<file path="src/design/ppbf_pkg.sv">
// ----------------------------------------------------------------------------
// ppbf_pkg
// Shared constant for the prime power base finder.
// ----------------------------------------------------------------------------
package ppbf_pkg;

   localparam int unsigned FIRST_DIVISOR = 2;

endpackage

</file>
<file path="src/design/prime_power_base_finder_core.sv">
// Timing: a value below two answers without any division. Otherwise each
// trial divisor takes one full pass of the shared restoring divider, and
// so does each further division-out of the prime factor. A prime near
// 2^VALUE_BITS needs about 2^(VALUE_BITS/2) trial divisors.
// Throughput: one item at a time. A new transfer is taken once the result is
// in the output register. Synchronous reset clears the sequencer and rsp_valid.
// ----------------------------------------------------------------------------
// prime_power_base_finder_core
// Trial division prime power test. A bit-serial divider is shared by the
// divisor search and the division-out loop under a small sequencer.
// ----------------------------------------------------------------------------
module prime_power_base_finder_core #(
   parameter int VALUE_BITS = 40
) (
   input  logic                  clock,
   input  logic                  reset,
   input  logic                  req_valid,
   output logic                  req_stall,
   input  logic [VALUE_BITS-1:0] req_value,
   output logic                  rsp_valid,
   input  logic                  rsp_stall,
   output logic [VALUE_BITS-1:0] rsp_base
);

   localparam int CNT_W = $clog2(VALUE_BITS + 1);
   localparam logic [CNT_W-1:0] CNT_LOAD = CNT_W'(VALUE_BITS);
   localparam logic [CNT_W-1:0] CNT_LAST = CNT_W'(1);
   localparam logic [VALUE_BITS-1:0] ONE = VALUE_BITS'(1);
   localparam logic [VALUE_BITS-1:0] TWO = VALUE_BITS'(ppbf_pkg::FIRST_DIVISOR);

   typedef enum logic [1:0] {
      S_IDLE,
      S_DIV,
      S_CHECK,
      S_FINISH
   } state_type;

   state_type             state_ff, state_in;
   logic                  strip_ff, strip_in;
   logic                  rsp_valid_ff, rsp_valid_in;
   logic [VALUE_BITS-1:0] base_ff, base_in;
   logic [VALUE_BITS-1:0] res_ff, res_in;
   logic [VALUE_BITS-1:0] orig_ff, orig_in;
   logic [VALUE_BITS-1:0] rest_ff, rest_in;
   logic [VALUE_BITS-1:0] div_ff, div_in;
   logic [VALUE_BITS-1:0] quo_ff, quo_in;
   logic [VALUE_BITS-1:0] rem_ff, rem_in;
   logic [CNT_W-1:0]      cnt_ff, cnt_in;

   logic [VALUE_BITS:0]   trial;
   logic [VALUE_BITS:0]   diff;
   logic                  fits;
   logic                  req_take;

   assign trial     = {rem_ff, quo_ff[VALUE_BITS-1]};
   assign diff      = trial - {1'b0, div_ff};
   assign fits      = trial >= {1'b0, div_ff};
   assign req_stall = state_ff != S_IDLE;
   assign req_take  = req_valid && !req_stall;
   assign rsp_valid = rsp_valid_ff;
   assign rsp_base  = base_ff;

   always_comb begin
      state_in     = state_ff;
      strip_in     = strip_ff;
      rsp_valid_in = rsp_valid_ff && rsp_stall;
      base_in      = base_ff;
      res_in       = res_ff;
      orig_in      = orig_ff;
      rest_in      = rest_ff;
      div_in       = div_ff;
      quo_in       = quo_ff;
      rem_in       = rem_ff;
      cnt_in       = cnt_ff;
      case (state_ff)
         S_IDLE: begin
            if (req_take) begin
               if (req_value < TWO) begin
                  res_in   = ONE;
                  state_in = S_FINISH;
               end else begin
                  orig_in  = req_value;
                  rest_in  = req_value;
                  div_in   = TWO;
                  strip_in = 1'b0;
                  quo_in   = req_value;
                  rem_in   = '0;
                  cnt_in   = CNT_LOAD;
                  state_in = S_DIV;
               end
            end
         end
         S_DIV: begin
            rem_in = fits ? diff[VALUE_BITS-1:0] : trial[VALUE_BITS-1:0];
            quo_in = {quo_ff[VALUE_BITS-2:0], fits};
            cnt_in = cnt_ff - CNT_LAST;
            if (cnt_ff == CNT_LAST) begin
               state_in = S_CHECK;
            end
         end
         S_CHECK: begin
            if (!strip_ff) begin
               if (div_ff > quo_ff) begin
                  res_in   = orig_ff;
                  state_in = S_FINISH;
               end else if (rem_ff == '0) begin
                  rest_in  = quo_ff;
                  strip_in = 1'b1;
                  rem_in   = '0;
                  cnt_in   = CNT_LOAD;
                  state_in = S_DIV;
               end else begin
                  div_in   = div_ff + ONE;
                  quo_in   = rest_ff;
                  rem_in   = '0;
                  cnt_in   = CNT_LOAD;
                  state_in = S_DIV;
               end
            end else begin
               if (rem_ff == '0) begin
                  rest_in  = quo_ff;
                  rem_in   = '0;
                  cnt_in   = CNT_LOAD;
                  state_in = S_DIV;
               end else begin
                  res_in   = (rest_ff == ONE) ? div_ff : ONE;
                  state_in = S_FINISH;
               end
            end
         end
         S_FINISH: begin
            if (!rsp_valid_ff || !rsp_stall) begin
               rsp_valid_in = 1'b1;
               base_in      = res_ff;
               state_in     = S_IDLE;
            end
         end
         default: begin
            state_in = S_IDLE;
         end
      endcase
   end

   always_ff @(posedge clock) begin
      if (reset) begin
         state_ff     <= S_IDLE;
         rsp_valid_ff <= 1'b0;
      end else begin
         state_ff     <= state_in;
         rsp_valid_ff <= rsp_valid_in;
      end
      strip_ff <= strip_in;
      base_ff  <= base_in;
      res_ff   <= res_in;
      orig_ff  <= orig_in;
      rest_ff  <= rest_in;
      div_ff   <= div_in;
      quo_ff   <= quo_in;
      rem_ff   <= rem_in;
      cnt_ff   <= cnt_in;
   end

   a_divisor_at_least_two: assert property (@(posedge clock) disable iff (reset)
      (state_ff == S_DIV || state_ff == S_CHECK) |-> div_ff >= TWO)
      else $error("trial divisor below two while dividing");

   a_remainder_below_divisor: assert property (@(posedge clock) disable iff (reset)
      (state_ff == S_DIV || state_ff == S_CHECK) |-> rem_ff < div_ff)
      else $error("partial remainder not below divisor");

   a_busy_after_take: assert property (@(posedge clock) disable iff (reset)
      req_take |=> state_ff != S_IDLE)
      else $error("sequencer idle after taking a transfer");

   a_result_from_finish: assert property (@(posedge clock) disable iff (reset)
      $rose(rsp_valid_ff) |-> $past(state_ff == S_FINISH))
      else $error("result raised outside finish step");

endmodule

</file>
<file path="config.mk">
export PLATFORM = sky130hd
export DESIGN_NAME = prime_power_base_finder_core
export DESIGN_NICKNAME = d
export VERILOG_FILES = /design/src/design/ppbf_pkg.sv /design/src/design/prime_power_base_finder_core.sv
export SDC_FILE = /design/constraint.sdc
export NUM_CORES = 1
export LEC_CHECK = 0
export ABC_CLOCK_PERIOD_IN_PS = 6900
export BUFFER_PORTS_ARGS = -buffer_cell sky130_fd_sc_hd__buf_2
export CAP_MARGIN = 5
export CORE_MARGIN = 3
export CORE_UTILIZATION = 62
export DETAILED_ROUTE_END_ITERATION = 8
export PLACE_DENSITY_LB_ADDON = 0.1
export SLEW_MARGIN = 0
export SYNTH_ARGS = -nofsm -noshare
export SYNTH_HDL_FRONTEND = slang
export SYNTH_SLANG_ARGS = --single-unit
</file>
<file path="constraint.sdc">
create_clock -name clock -period 6.9 [get_ports clock]
set_input_delay 1.38 -clock clock [delete_from_list [all_inputs] [get_ports clock]]
set_output_delay 1.38 -clock clock [all_outputs]
set_load 0.005 [all_outputs]
</file>
---- Word-level counts from Yosys, hierarchy flattened ----
Cells that the tools add are included.
storage, ports and cells
  register bits after elaboration ......... 290
  latch bits .............................. 0
  RAM bits ................................ 0
  bits in read-only memories .............. 0
  input port bits ......................... 44
  output and inout bits ................... 42
  logic and storage cells ................. 105
  memories ................................ 0
operators by class
  add/sub/neg operators ................... 3
  $mul .................................... 0
  div/mod/pow operators ................... 0
  $lt $le $gt $ge ......................... 3
  eq/ne operators ......................... 17
  shift operators ......................... 0
  muxes and demuxes ....................... 50
  bitwise logic cells ..................... 1
  reductions and logical operators ........ 20
operators with widths
  cell                                                   count
  two-way mux 40 bit                                     23
  case mux 40 bit (2 select lines)                       3
  case mux 40 bit (3 select lines)                       2
  greater-or-equal comparator 41 x 40 -> 1 bit           1
  adder 40 x 1 -> 40 bit (second input constant)         1
  equality test 40 x 1 -> 1 bit (second input constant)  1
  greater-than comparator 40 bit                         1
  logical NOT 40 bit                                     1
  < comparator 40 x 2 -> 1 bit (second input constant)   1
  subtractor 40 bit                                      1
  two-way mux 6 bit                                      5
  case mux 6 bit (3 select lines)                        1
  != test 2 bit (second input constant)                  8
  AND reduction 5 bit                                    3
  two-way mux 2 bit                                      7
  != test 3 bit (second input constant)                  4
  AND reduction 3 bit                                    3
  case mux 2 bit (4 select lines)                        1
  two-way mux 1 bit                                      7
  equality test 6 x 1 -> 1 bit (second input constant)   1
  AND reduction 6 bit                                    1
  subtractor 6 x 1 -> 6 bit (second input constant)      1
  equality test 2 bit (second input constant)            2
  AND reduction 4 bit                                    1
  other kinds (10)                                       14

---- Logic depth before layout (Yosys ltp) ----
Gate-level depths: netlist of run 1.
  word-level depth ........................ 5
  mapped depth ............................ 15
  depth with buffers taken out ............ 13

---- Worst setup path after synthesis of run 1 ----
No wires, ideal clock.
  path kind ............................... input-to-reg
  from .................................... input port req_value[37]
  to ...................................... register rest_ff[0], enable pin
  library setup time ...................... 461 ps
  arrival ................................. 5733 ps
  required time ........................... 6439 ps
  slack ................................... 705 ps
  cell stages on the path ................. 9
  buffers on the path ..................... 0
  path through ............................ nor4_1 > nand4_1 > nor3_1 > nor2b_1 > inv_1 > nor2_1 > a21o_1 > inv_1 > a31oi_1
on the way
  cells in the longest elaborated chain, start to end .. 3
RTL lines
  item                                  RTL line                             RTL
  start: declaration                    prime_power_base_finder_core.sv:19   input logic [VALUE_BITS-1:0] req_value,
  < comparator 40 x 2 -> 1 bit          prime_power_base_finder_core.sv:78   if (req_value < TWO) begin
  != test 2 bit (no source line)        n/a
  AND reduction 4 bit (no source line)  n/a
  end signal: assignment                prime_power_base_finder_core.sv:156  rest_ff <= rest_in;
  end: declaration                      prime_power_base_finder_core.sv:44   logic [VALUE_BITS-1:0] rest_ff, rest_in;
No other way between the ends.
A chain may end at the register's enable or synchronous reset.

---- Worst setup path in the final report of run 1 ----
  from .................................... register div_ff[22]
  to ...................................... register res_ff[30], enable pin
on the way
  cells in the longest elaborated chain, start to end .. 3
RTL lines
  item                                  RTL line                             RTL
  start: declaration                    prime_power_base_finder_core.sv:45   logic [VALUE_BITS-1:0] div_ff, div_in;
  start signal: assignment              prime_power_base_finder_core.sv:157  div_ff <= div_in;
  greater-than comparator 40 bit        prime_power_base_finder_core.sv:103  if (div_ff > quo_ff) begin
  != test 3 bit (no source line)        n/a
  AND reduction 5 bit (no source line)  n/a
  end signal: assignment                prime_power_base_finder_core.sv:154  res_ff <= res_in;
  end: declaration                      prime_power_base_finder_core.sv:42   logic [VALUE_BITS-1:0] res_ff, res_in;
No other way between the ends.

==> results of run 1 <==
metrics by stage:
| step | hold slack, ns | setup slack (ns) | utilization [%] |
|---|---|---|---|
| 2_1_floorplan | 0.400 | 0.705 | - |
| 6_report | 0.415 | 2.50 | 70.6 |
| 3_3_place_gp | 0.403 | 2.51 | 66.8 |
| 4_1_cts | 0.417 | 2.61 | 70.6 |
| 3_5_place_dp | 0.405 | 2.47 | 66.8 |
| 5_1_grt | 0.421 | 2.33 | 70.6 |
kinds of logic after synthesis:
family                     Yosys count
and+or+nand+nor                    457
AOI/OAI and AO/OA                  357
DFF                                290
buffers and inverters              166
adders and majority gates           88
muxes                               70
xor gates and xnor gates            69
synth_stat cells, drive strengths merged (12+ instances only):
master    n  area (sq um)
nor2b    47           294
buf      15          98.8
nor2    197           739
nor3     23           115
mux2i    70           701
xor2     17           149
o21ai    31           159
nor4     37           231
clkbuf   50           208
o21a     12          90.1
nand3    23           115
inv     100           375
xnor2    52           455
nand4    30           188
edfxtp  287          8620
ha       87          1090
a21o     84           632
a21oi   130           662
nand2    54           203
a22oi    39           293
worst paths after layout:
check	from	end	slack, ns	cells after the start
setup / recovery	div_ff[22]$_SDFFCE_PN0P_	res_ff[30]$_SDFFCE_PN0P_	2.50	10
hold / removal	res_ff[17]$_SDFFCE_PN0P_	rsp_base[17]$_DFFE_PP_	0.42	0
setup reg to reg	div_ff[22]$_SDFFCE_PN0P_	res_ff[30]$_SDFFCE_PN0P_	2.50	10
hold reg to reg	res_ff[17]$_SDFFCE_PN0P_	rsp_base[17]$_DFFE_PP_	0.42	0
routing by layer:
metal  wire (um)  vias up
met4        1300        2
met2       19600      589
met3        3740       81
li1            -     5653
met1       18300     5854
met5           9        -
worst max-delay path, stage by stage, from the launching register on:
cell      delay [ns]
edfxtp_1        0.50
ha_1            0.35
nand4_1         0.18
nor4_1          0.40
nand2_1         0.21
a221o_1         0.30
o211ai_1        0.23
a21o_1          0.30
o21ai_0         0.20
a211oi_4        0.88
buf_4           0.48
power by group through the flow:
stage / sequential (mW) / clock, mW / combinational [mW]
floorplan: 3.34 / 0 / 3.51
global placement: 3.58 / 0 / 4.38
detailed placement: 3.59 / 0 / 4.48
CTS: 3.56 / 1.62 / 4.52
global route: 3.64 / 1.68 / 5.07
finish: 3.59 / 1.61 / 4.56
flip-flops by register name, summed over array words and instances (netlist names):
name and flops:
rem_ff 40, strip_ff 1, quo_ff 40, rsp_base 40, rest_ff 40, orig_ff 40
div_ff 40, state_ff 2, res_ff 40, cnt_ff 6, rsp_valid 1
layout by cell type, fill, tap and decap left out, types with 5 or more instances in the layout:
| master | netlist | final |
|---|---|---|
| a211oi_1 | 7 | 6 |
| a21o_1 | 83 | 83 |
| a21oi_1 | 127 | 126 |
| a22oi_1 | 39 | 39 |
| and3_1 | 6 | 6 |
| buf_2 | 4 | 85 |
| buf_4 | 4 | 14 |
| clkbuf_1 | 48 | 8 |
| clkbuf_16 | 0 | 31 |
| clkinv_1 | 1 | 6 |
| clkinv_2 | 0 | 7 |
| edfxtp_1 | 287 | 287 |
| ha_1 | 87 | 85 |
| inv_1 | 99 | 99 |
| mux2i_1 | 70 | 70 |
| nand2_1 | 54 | 54 |
| nand2b_1 | 8 | 8 |
| nand3_1 | 23 | 23 |
| nand4_1 | 30 | 30 |
| nor2_1 | 197 | 196 |
| nor2b_1 | 47 | 47 |
| nor3_1 | 23 | 21 |
| nor4_1 | 37 | 37 |
| o211a_1 | 6 | 6 |
| o211ai_1 | 5 | 5 |
| o21a_1 | 12 | 10 |
| o21ai_0 | 30 | 30 |
| or2_2 | 5 | 5 |
| or3_1 | 11 | 11 |
| xnor2_1 | 52 | 52 |
| xor2_1 | 17 | 17 |
cell type report:
type / count / area [sq um] / share of cell area (%)
Multi-Input combinational cell: 1041 / 7060 / 39.2
Sequential cell: 290 / 8680 / 48.1
Timing Repair Buffer: 99 / 531 / 2.94
Antenna cell: 2 / 5.00 / 0.0278
Clock inverter: 17 / 159 / 0.881
Clock buffer: 39 / 806 / 4.47
Inverter: 101 / 382 / 2.12
Tap cell: 330 / 413 / 2.29
==> qor.txt, run 1 <==
Nets: 1695
Max-Cap Viols: 0
worst-path fanout max: 30
main combinational cell family by area after synthesis: compound AO/OA/AOI/OAI gates
Port Buffers: 85
final wirelength: 42.9 mm
Finished Cell Area: 18000 sq um
WP data arrival: 4.62 ns
Slew HR: 26.0%
multiplexer share of the synthesized area: 4.29%
floorplan row count: 58
first-pass GRT wire length: 66.7 mm
die area: 28400 sq um
Layout area overhead: 10.3%
Vias: 12.2k
FF+latch count, synth: 290
critical path class: reg2reg
RD Place Congestion: 0.909
Post-Synth Simple-Gate Area: 13.4%
Critical Path End Type: flop
Syn Area/Cell: 10.9 sq um
syn_nets: 1629
power per cell area: 541 nW/um^2
largest net degree at the start of global routing: 99
ys async rst share: 0%
RSZ-0062 raised after global routing: no
Final Max Slew Viols: 0
met2 GRT Util: 47.3%
status: finished, final reports clean
Hold Path Class: reg2reg
post-synth cell types: 70
drt drc: 0
Slew @ Worst Pin: 1.11 ns
GR Util met3: 4.39%
Worst Skew: 0.0172 ns
CTS root buf: clkbuf_16
Initial DRC Count: 1281
Max Freq: 0.227 GHz
internal cell power: 5.68 mW
Post-CTS Hold Buffers: 0
Core Box Area: 25500 sq um
Die Wd: 168 um
Top FF cell, synth: edfxtp_1
Post-Syn Area: 16300 sq um
P_sw: 4.08 mW
setup_tns: 0 ns
I/O pin count: 86
Flop pwr share: 36.8%
TritonCTS Buffers: 30
number of global-route vias before repair: 11.7k
Initial Utilization: 64.0%
Syn Inst Count: 1497
drt first pass iters: 6
clk_lat worst skew: 0.56 ns
drt wl/cell: 22.3 um
Compound-Gate Fraction of Synth Area: 14.5%
gr ovfl total: 0
M1 GR Usage: 43.8%
# setup viols final: 0
Leak: 7.13 nW
Finished Layout Cells: 1919
CP startpoint kind: flop
final hold violation count: 0
placed cell area: 17100 sq um
die height: 168 um
clock share of power: 16.5%
GRT Util Overall: 30.0%
initial antenna violation count: 1
Via density: 6.35
Final period util: 63.8%
Logic pwr share: 46.7%
post-DP HPWL: 30.5 mm
EDFF count, synth: 287
switching part of the total power: 41.8%
CTS tree: built
post-layout min period: 4.40 ns
post-CTS sizing: 0
Ys Warns: 0
Seq/Total Area, Yosys: 53.1%
post-placement cell count: 1861
CTS Buffer Depth: 3
GRT Max-Usage Layer: met2
total power: 9.75 mW
Routed Antenna Nets: 0
Clk pin slew, worst setup/hold paths: 0.06 ns
# fillers: 1917
adder-cell area share of the yosys netlist: 6.78%
worst endpoint required time: 7.11 ns
xor and xnor area share after synthesis: 3.70%
Post-CTS Setup Inserts: 0
share of cells above drive strength 1: 10.8%
CTS H-tree depth: 1
clk sinks: 290
Max IR drop VDD: 0.433 mV
No activity file was read; power rests on OpenSTA's default activity.
==> run 2: changes to the inputs <==
--- a/config.mk
+++ b/config.mk
@@ -5,7 +5,8 @@
 export SDC_FILE = /design/constraint.sdc
 export NUM_CORES = 1
 export LEC_CHECK = 0
-export ABC_CLOCK_PERIOD_IN_PS = 6900
+export ABC_AREA = 1
+export ABC_CLOCK_PERIOD_IN_PS = 4300
 export BUFFER_PORTS_ARGS = -buffer_cell sky130_fd_sc_hd__buf_2
 export CAP_MARGIN = 5
 export CORE_MARGIN = 3
==> constraint.sdc (replaced) <==
create_clock -name clock -period 4.3 [get_ports clock]
set_input_delay 0.86 -clock clock [delete_from_list [all_inputs] [get_ports clock]]
set_output_delay 0.86 -clock clock [all_outputs]
set_load 0.005 [all_outputs]
==> qor.txt, run 2 <==
post-CTS sizing: 0
Slew HR: 27.2%
count leader, synth: nand2_1
status: finished, final reports clean
power per cell area: 891 nW/um^2
Clk pin slew, worst setup/hold paths: 0.06 ns
CTS H-tree depth: 1
EDFF count, synth: 287
antenna cells: 0
Layout area overhead: 10.4%
Finished Layout Cells: 2335
drt first pass iters: 6
Syn Inst Count: 1890
# fillers: 2093
Vias: 14.4k
total power: 16.8 mW
final core occ: 69.7%
Top FF cell, synth: edfxtp_1
RD Place Congestion: 0.972
Nets: 2105
final hold violation count: 0
die height: 172 um
leading cell types in the layout, fill and taps excluded: nand2_1 (335), edfxtp_1 (287), inv_1 (263)
multi-input logic area: 7120 sq um
largest net degree at the start of global routing: 108
syn_nets: 2022
post-synth cell types: 54
CP startpoint kind: flop
Seq/Total Area, Yosys: 50.9%
GRT Util Overall: 31.7%
first-pass GRT wire length: 72.7 mm
clk_lat worst skew: 0.57 ns
ys async rst share: 0%
# setup viols final: 0
I/O pin count: 86
Synth top area share: 50.5%
setup_tns: 0 ns
final wirelength: 47.9 mm
worst-path fanout max: 26
Via density: 6.16
Critical Path Slowest Stage Cell: nor4_1
Critical Path End Type: flop
Slew @ Worst Pin: 1.09 ns
drt wl/cell: 20.5 um
P_sw: 7.91 mW
floorplan row count: 60
top post-synthesis cells by count: nand2_1 (335), edfxtp_1 (287), inv_1 (265)
post-DP HPWL: 34.7 mm
Flop pwr share: 34.1%
CP peak stage delay: 0.70 ns
post-placement cell count: 2282
RSZ-0062 raised after global routing: no
Post-CTS Hold Buffers: 0
Post-CTS Setup Inserts: 0
Hold WS: 0.418 ns
switching part of the total power: 47.1%
CTS tree: built
worst endpoint required time: 4.52 ns
Logic pwr share: 50.8%
initial antenna violation count: 0
Initial DRC Count: 1645
Leak: 7.52 nW
post-layout min period: 3.42 ns
WP data arrival: 3.64 ns
Port Buffers: 85
CP most frequent cell: nand2_1
Max IR drop VDD: 0.596 mV
CTS Buffer Depth: 3
FF+latch count, synth: 290
CTS root buf: clkbuf_16
Post-Syn Area: 17100 sq um
Core Box Area: 27000 sq um
Final Max Slew Viols: 0
Hold Path Class: reg2reg
TritonCTS Buffers: 30
clock share of power: 15.0%
Worst Skew: 0.0104 ns
critical-path cell list: ha_1 -> nand2_1 -> nor4_1 -> nand2_1 -> nand4_1 -> nand2_1 -> inv_1 -> buf_4
crit path launch: div_ff[7]$_SDFFCE_PN0P_
clk sinks: 290
commonest non-fill, non-tap cell in the layout: nand2_1
number of global-route vias before repair: 13.1k
Final period util: 79.6%
synth top area cells: edfxtp_1 (51%), nand2_1 (7.4%), ha_1 (6.4%)
Syn Area/Cell: 9.03 sq um
share of cells above drive strength 1: 9.83%
internal cell power: 8.88 mW
hold wc startpoint: res_ff[19]$_SDFFCE_PN0P_
critical path class: reg2reg
drt drc: 0
Max Freq: 0.292 GHz
gr ovfl total: 0
Initial Utilization: 63.1%
Ys Warns: 0
worst r2r src: div_ff[7]$_SDFFCE_PN0P_
die area: 29600 sq um
Max-Cap Viols: 0
register area: 8680 sq um
Die Wd: 172 um
Routed Antenna Nets: 0
cell type with the largest total area after synthesis: edfxtp_1
## run 2: cell types whose count changed after synthesis, moves of 26 or more
cell / change
nand3_1: +26
a21o_1: -75
a21oi_1: +75
xnor2_1: -43
nor2_1: -45
nor2b_1: -46
mux2i_1: -70
o21ai_0: +132
inv_1: +166
nand2_1: +281
o211ai_1: +30
## run 2: metrics by stage
| stage | instance area, sq um | setup WS [ns] |
|---|---|---|
| after floorplan | 17100 | 0.988 |
| after global placement | 17900 | 0.764 |
| after detailed placement | 17900 | 0.795 |
| after CTS | 18800 | 0.978 |
| after global routing | 18800 | 0.701 |
| final | 18800 | 0.876 |
## run 2: logic make-up (layout without fill, tap and decap cells)
family                   count (synthesis)  in the layout  synth area share [%]
AND/OR/NAND/NOR                        653            653                  17.0
adder cells (fa/ha/maj)                 88             88                  6.50
XOR/XNOR                                34             34                  1.75
buffers and inverters                  333            437                  7.60
AO/OA/AOI/OAI                          492            492                  16.3
flip-flops                             290            290                  50.9
## run 2: final timing paths
path	to	slack [ns]	cells past startpoint
worst max-delay path	rest_ff[0]$_DFFE_PP_	0.88	8
worst min register to register	rsp_base[19]$_DFFE_PP_	0.42	0
worst min-delay path	rsp_base[19]$_DFFE_PP_	0.42	0
worst max register to register	rest_ff[0]$_DFFE_PP_	0.88	8
## run 2: cell type report
| cell class | count | share of cell area [%] |
|---|---|---|
| inverters | 269 | 5.36 |
| clock buffers | 35 | 4.20 |
| well taps | 341 | 2.26 |
| flip-flops and latches | 290 | 46.0 |
| repair buffers | 115 | 3.59 |
| multi-input cells | 1267 | 37.8 |
| clock inverters | 18 | 0.750 |
## run 2: critical path, delay by kind of cell (launching register included)
family        cells  cell delay [ns]
simple gates      5             1.28
flops             1             0.50
fa+ha+maj         1             0.35
buf+inv           2             0.94
## run 2: power groups by stage
stage | sequential [mW] | combinational, mW | clock [mW]
finish | 5.73 | 8.53 | 2.52
global route | 5.84 | 9.47 | 2.62
CTS | 5.70 | 8.39 | 2.54
detailed placement | 5.73 | 8.31 | 0
global placement | 5.71 | 8.18 | 0
floorplan | 5.42 | 5.93 | 0
## run 2: metal layers
| layer | up-vias | GRT usage (%) | routed length, um |
|---|---|---|---|
| li1 | 6749 | - | - |
| met2 | 759 | 47.5 | 20900 |
| met5 | - | 0 | 0 |
| met3 | 107 | 5.76 | 4890 |
| met1 | 6768 | 47.2 | 20500 |
| met4 | 0 | 10.2 | 1690 |
==> run 3: changes to the inputs <==
--- a/config.mk
+++ b/config.mk
@@ -5,12 +5,12 @@
 export SDC_FILE = /design/constraint.sdc
 export NUM_CORES = 1
 export LEC_CHECK = 0
-export ABC_AREA = 1
-export ABC_CLOCK_PERIOD_IN_PS = 4300
+export ABC_AREA = 0
+export ABC_CLOCK_PERIOD_IN_PS = 3000
 export BUFFER_PORTS_ARGS = -buffer_cell sky130_fd_sc_hd__buf_2
 export CAP_MARGIN = 5
 export CORE_MARGIN = 3
-export CORE_UTILIZATION = 62
+export CORE_UTILIZATION = 56
 export DETAILED_ROUTE_END_ITERATION = 8
 export PLACE_DENSITY_LB_ADDON = 0.1
 export SLEW_MARGIN = 0
==> constraint.sdc (replaced) <==
create_clock -name clock -period 3 [get_ports clock]
set_input_delay 0.6 -clock clock [delete_from_list [all_inputs] [get_ports clock]]
set_output_delay 0.6 -clock clock [all_outputs]
set_load 0.005 [all_outputs]
==> qor.txt, run 3 (synthesis results as in run 1) <==
status: complete, but fails checks
failing checks: setup timing
drt wl/cell: 22.6 um
Slew HR: 48.4%
Slew @ Worst Pin: 0.774 ns
RD Place Congestion: 0.911
initial antenna violation count: 0
final wirelength: 50.6 mm
share of cells above drive strength 1: 28.4%
switching part of the total power: 39.8%
CTS H-tree depth: 1
gr ovfl total: 0
Nets: 1968
drt drc: 0
# setup viols final: 243
CP startpoint kind: flop
Final Max Slew Viols: 0
Leak: 8.88 nW
Layout area overhead: 31.7%
worst-path fanout max: 3
final worst-path setup slack: -0.312 ns
Hold Path Class: in2reg
WP data arrival: 3.65 ns
number of global-route vias before repair: 12.9k
post-layout min period: 3.31 ns
Clk pin slew, worst setup/hold paths: 0.06 ns
I/O pin count: 86
CTS tree: built
Via density: 6.10
internal cell power: 17.3 mW
TritonCTS Buffers: 31
largest net degree at the start of global routing: 71
drt first pass iters: 5
Post-CTS Hold Buffers: 0
clk_lat worst skew: 0.59 ns
post-DP HPWL: 33.7 mm
# fillers: 1863
P_sw: 11.4 mW
GRT Util Overall: 30.3%
die area: 31300 sq um
CTS Buffer Depth: 3
floorplan row count: 61
Worst Skew: 0.0118 ns
Core Box Area: 28200 sq um
Final period util: 110%
Vias: 13.7k
Critical Path End Type: flop
Max Freq: 0.302 GHz
Die Wd: 177 um
Hold WS: 0.218 ns
Flop pwr share: 27.2%
die height: 177 um
Port Buffers: 85
Routed Antenna Nets: 0
critical path class: reg2reg
RSZ-0062 raised after global routing: yes
worst endpoint required time: 3.33 ns
final hold violation count: 0
Max-Cap Viols: 0
Logic pwr share: 58.5%
clock share of power: 14.3%
Initial Utilization: 57.9%
clk sinks: 290
commonest non-fill, non-tap cell in the layout: edfxtp_1
first-pass GRT wire length: 73.1 mm
power per cell area: 1330 nW/um^2
Initial DRC Count: 1597
leading cell types in the layout, fill and taps excluded: edfxtp_1 (287), buf_4 (219), nor2_1 (191)
CTS root buf: clkbuf_16
total power: 28.7 mW
Max IR drop VDD: 1.73 mV
antenna cells: 0
==> run 3: changes by cell type in the layout (fill, tap and decap cells not counted), sizes merged, moves of 46 or more <==
cell   previous run  this run
buf             115       356
nor2b             1        47
a21oi           204       130
nand2           337        54
mux2i             0        70
o21ai           170        31
a21o              8        84
inv             267       101
==> run 3: layout make-up <==
| class | instances | area [sq um] | area share (%) |
|---|---|---|---|
| inverter | 101 | 387 | 1.80 |
| tap | 378 | 473 | 2.20 |
| sequential | 290 | 8680 | 40.3 |
| clock buffer | 36 | 795 | 3.69 |
| timing repair buffer | 371 | 3320 | 15.4 |
| multi-input combinational | 1041 | 7610 | 35.3 |
| clock inverter | 19 | 280 | 1.30 |
==> run 3: through the flow <==
step	utilization (%)	cells	area (sq um)	setup TNS [ns]	setup WS, ns
2_1_floorplan	-	1497	16500	-47.50	-0.522
3_3_place_gp	66.6	2101	18800	-17.97	-0.192
3_5_place_dp	66.6	2101	18800	-44.74	-0.333
4_1_cts	72.1	2180	20400	-30.10	-0.221
5_1_grt	76.3	2236	21500	-69.23	-0.386
6_report	76.3	2236	21500	-43.40	-0.312
==> run 3: worst paths after layout <==
check,start,endpoint,slack (ns),depth (start not counted)
worst max register to register,div_ff[9]$_SDFFCE_PN0P_,rem_ff[38]$_SDFFCE_PN0P_,-0.31,13
worst min-delay path,reset,rsp_valid$_SDFF_PP0_,0.22,2
worst max-delay path,div_ff[9]$_SDFFCE_PN0P_,rem_ff[38]$_SDFFCE_PN0P_,-0.31,13
worst min register to register,res_ff[0]$_SDFFCE_PN1P_,rsp_base[0]$_DFFE_PP_,0.42,0
==> run 3: power by group through the flow <==
stage | clock network [mW] | registers, mW | logic [mW]
detailed placement | 0 | 7.80 | 13.0
global placement | 0 | 7.75 | 12.7
finish | 4.11 | 7.80 | 16.8
floorplan | 0 | 7.61 | 8.22
CTS | 4.12 | 7.74 | 13.9
global route | 4.30 | 7.93 | 17.9
==> run 3: repair_timing <==
action / in CTS / in global routing
cloned: 3 / 24
resized for setup: 58 / 84
buffers inserted: 22 / 35
setup endpoints to repair: 231 / 252
pin swaps: 22 / 38
==> run 3: critical path: stages, from the launching register on <==
cell      delay, ns
edfxtp_1       0.46
buf_6          0.16
inv_4          0.06
ha_4           0.21
buf_6          0.12
a311o_1        0.35
a21o_1         0.22
o211ai_4       0.27
a211oi_4       0.13
or3b_4         0.40
a221o_1        0.31
a21oi_2        0.15
xor2_1         0.15
o22ai_1        0.09
==> run 3: metal layers <==
layer  GRT usage, %  vias to the layer above  share of wire, %
met4           9.95                        0               3.8
met2           49.4                      700                46
li1               -                     6221                 -
met1           42.2                     6617                41
met5              0                        -                 0
met3           4.31                      112               8.7
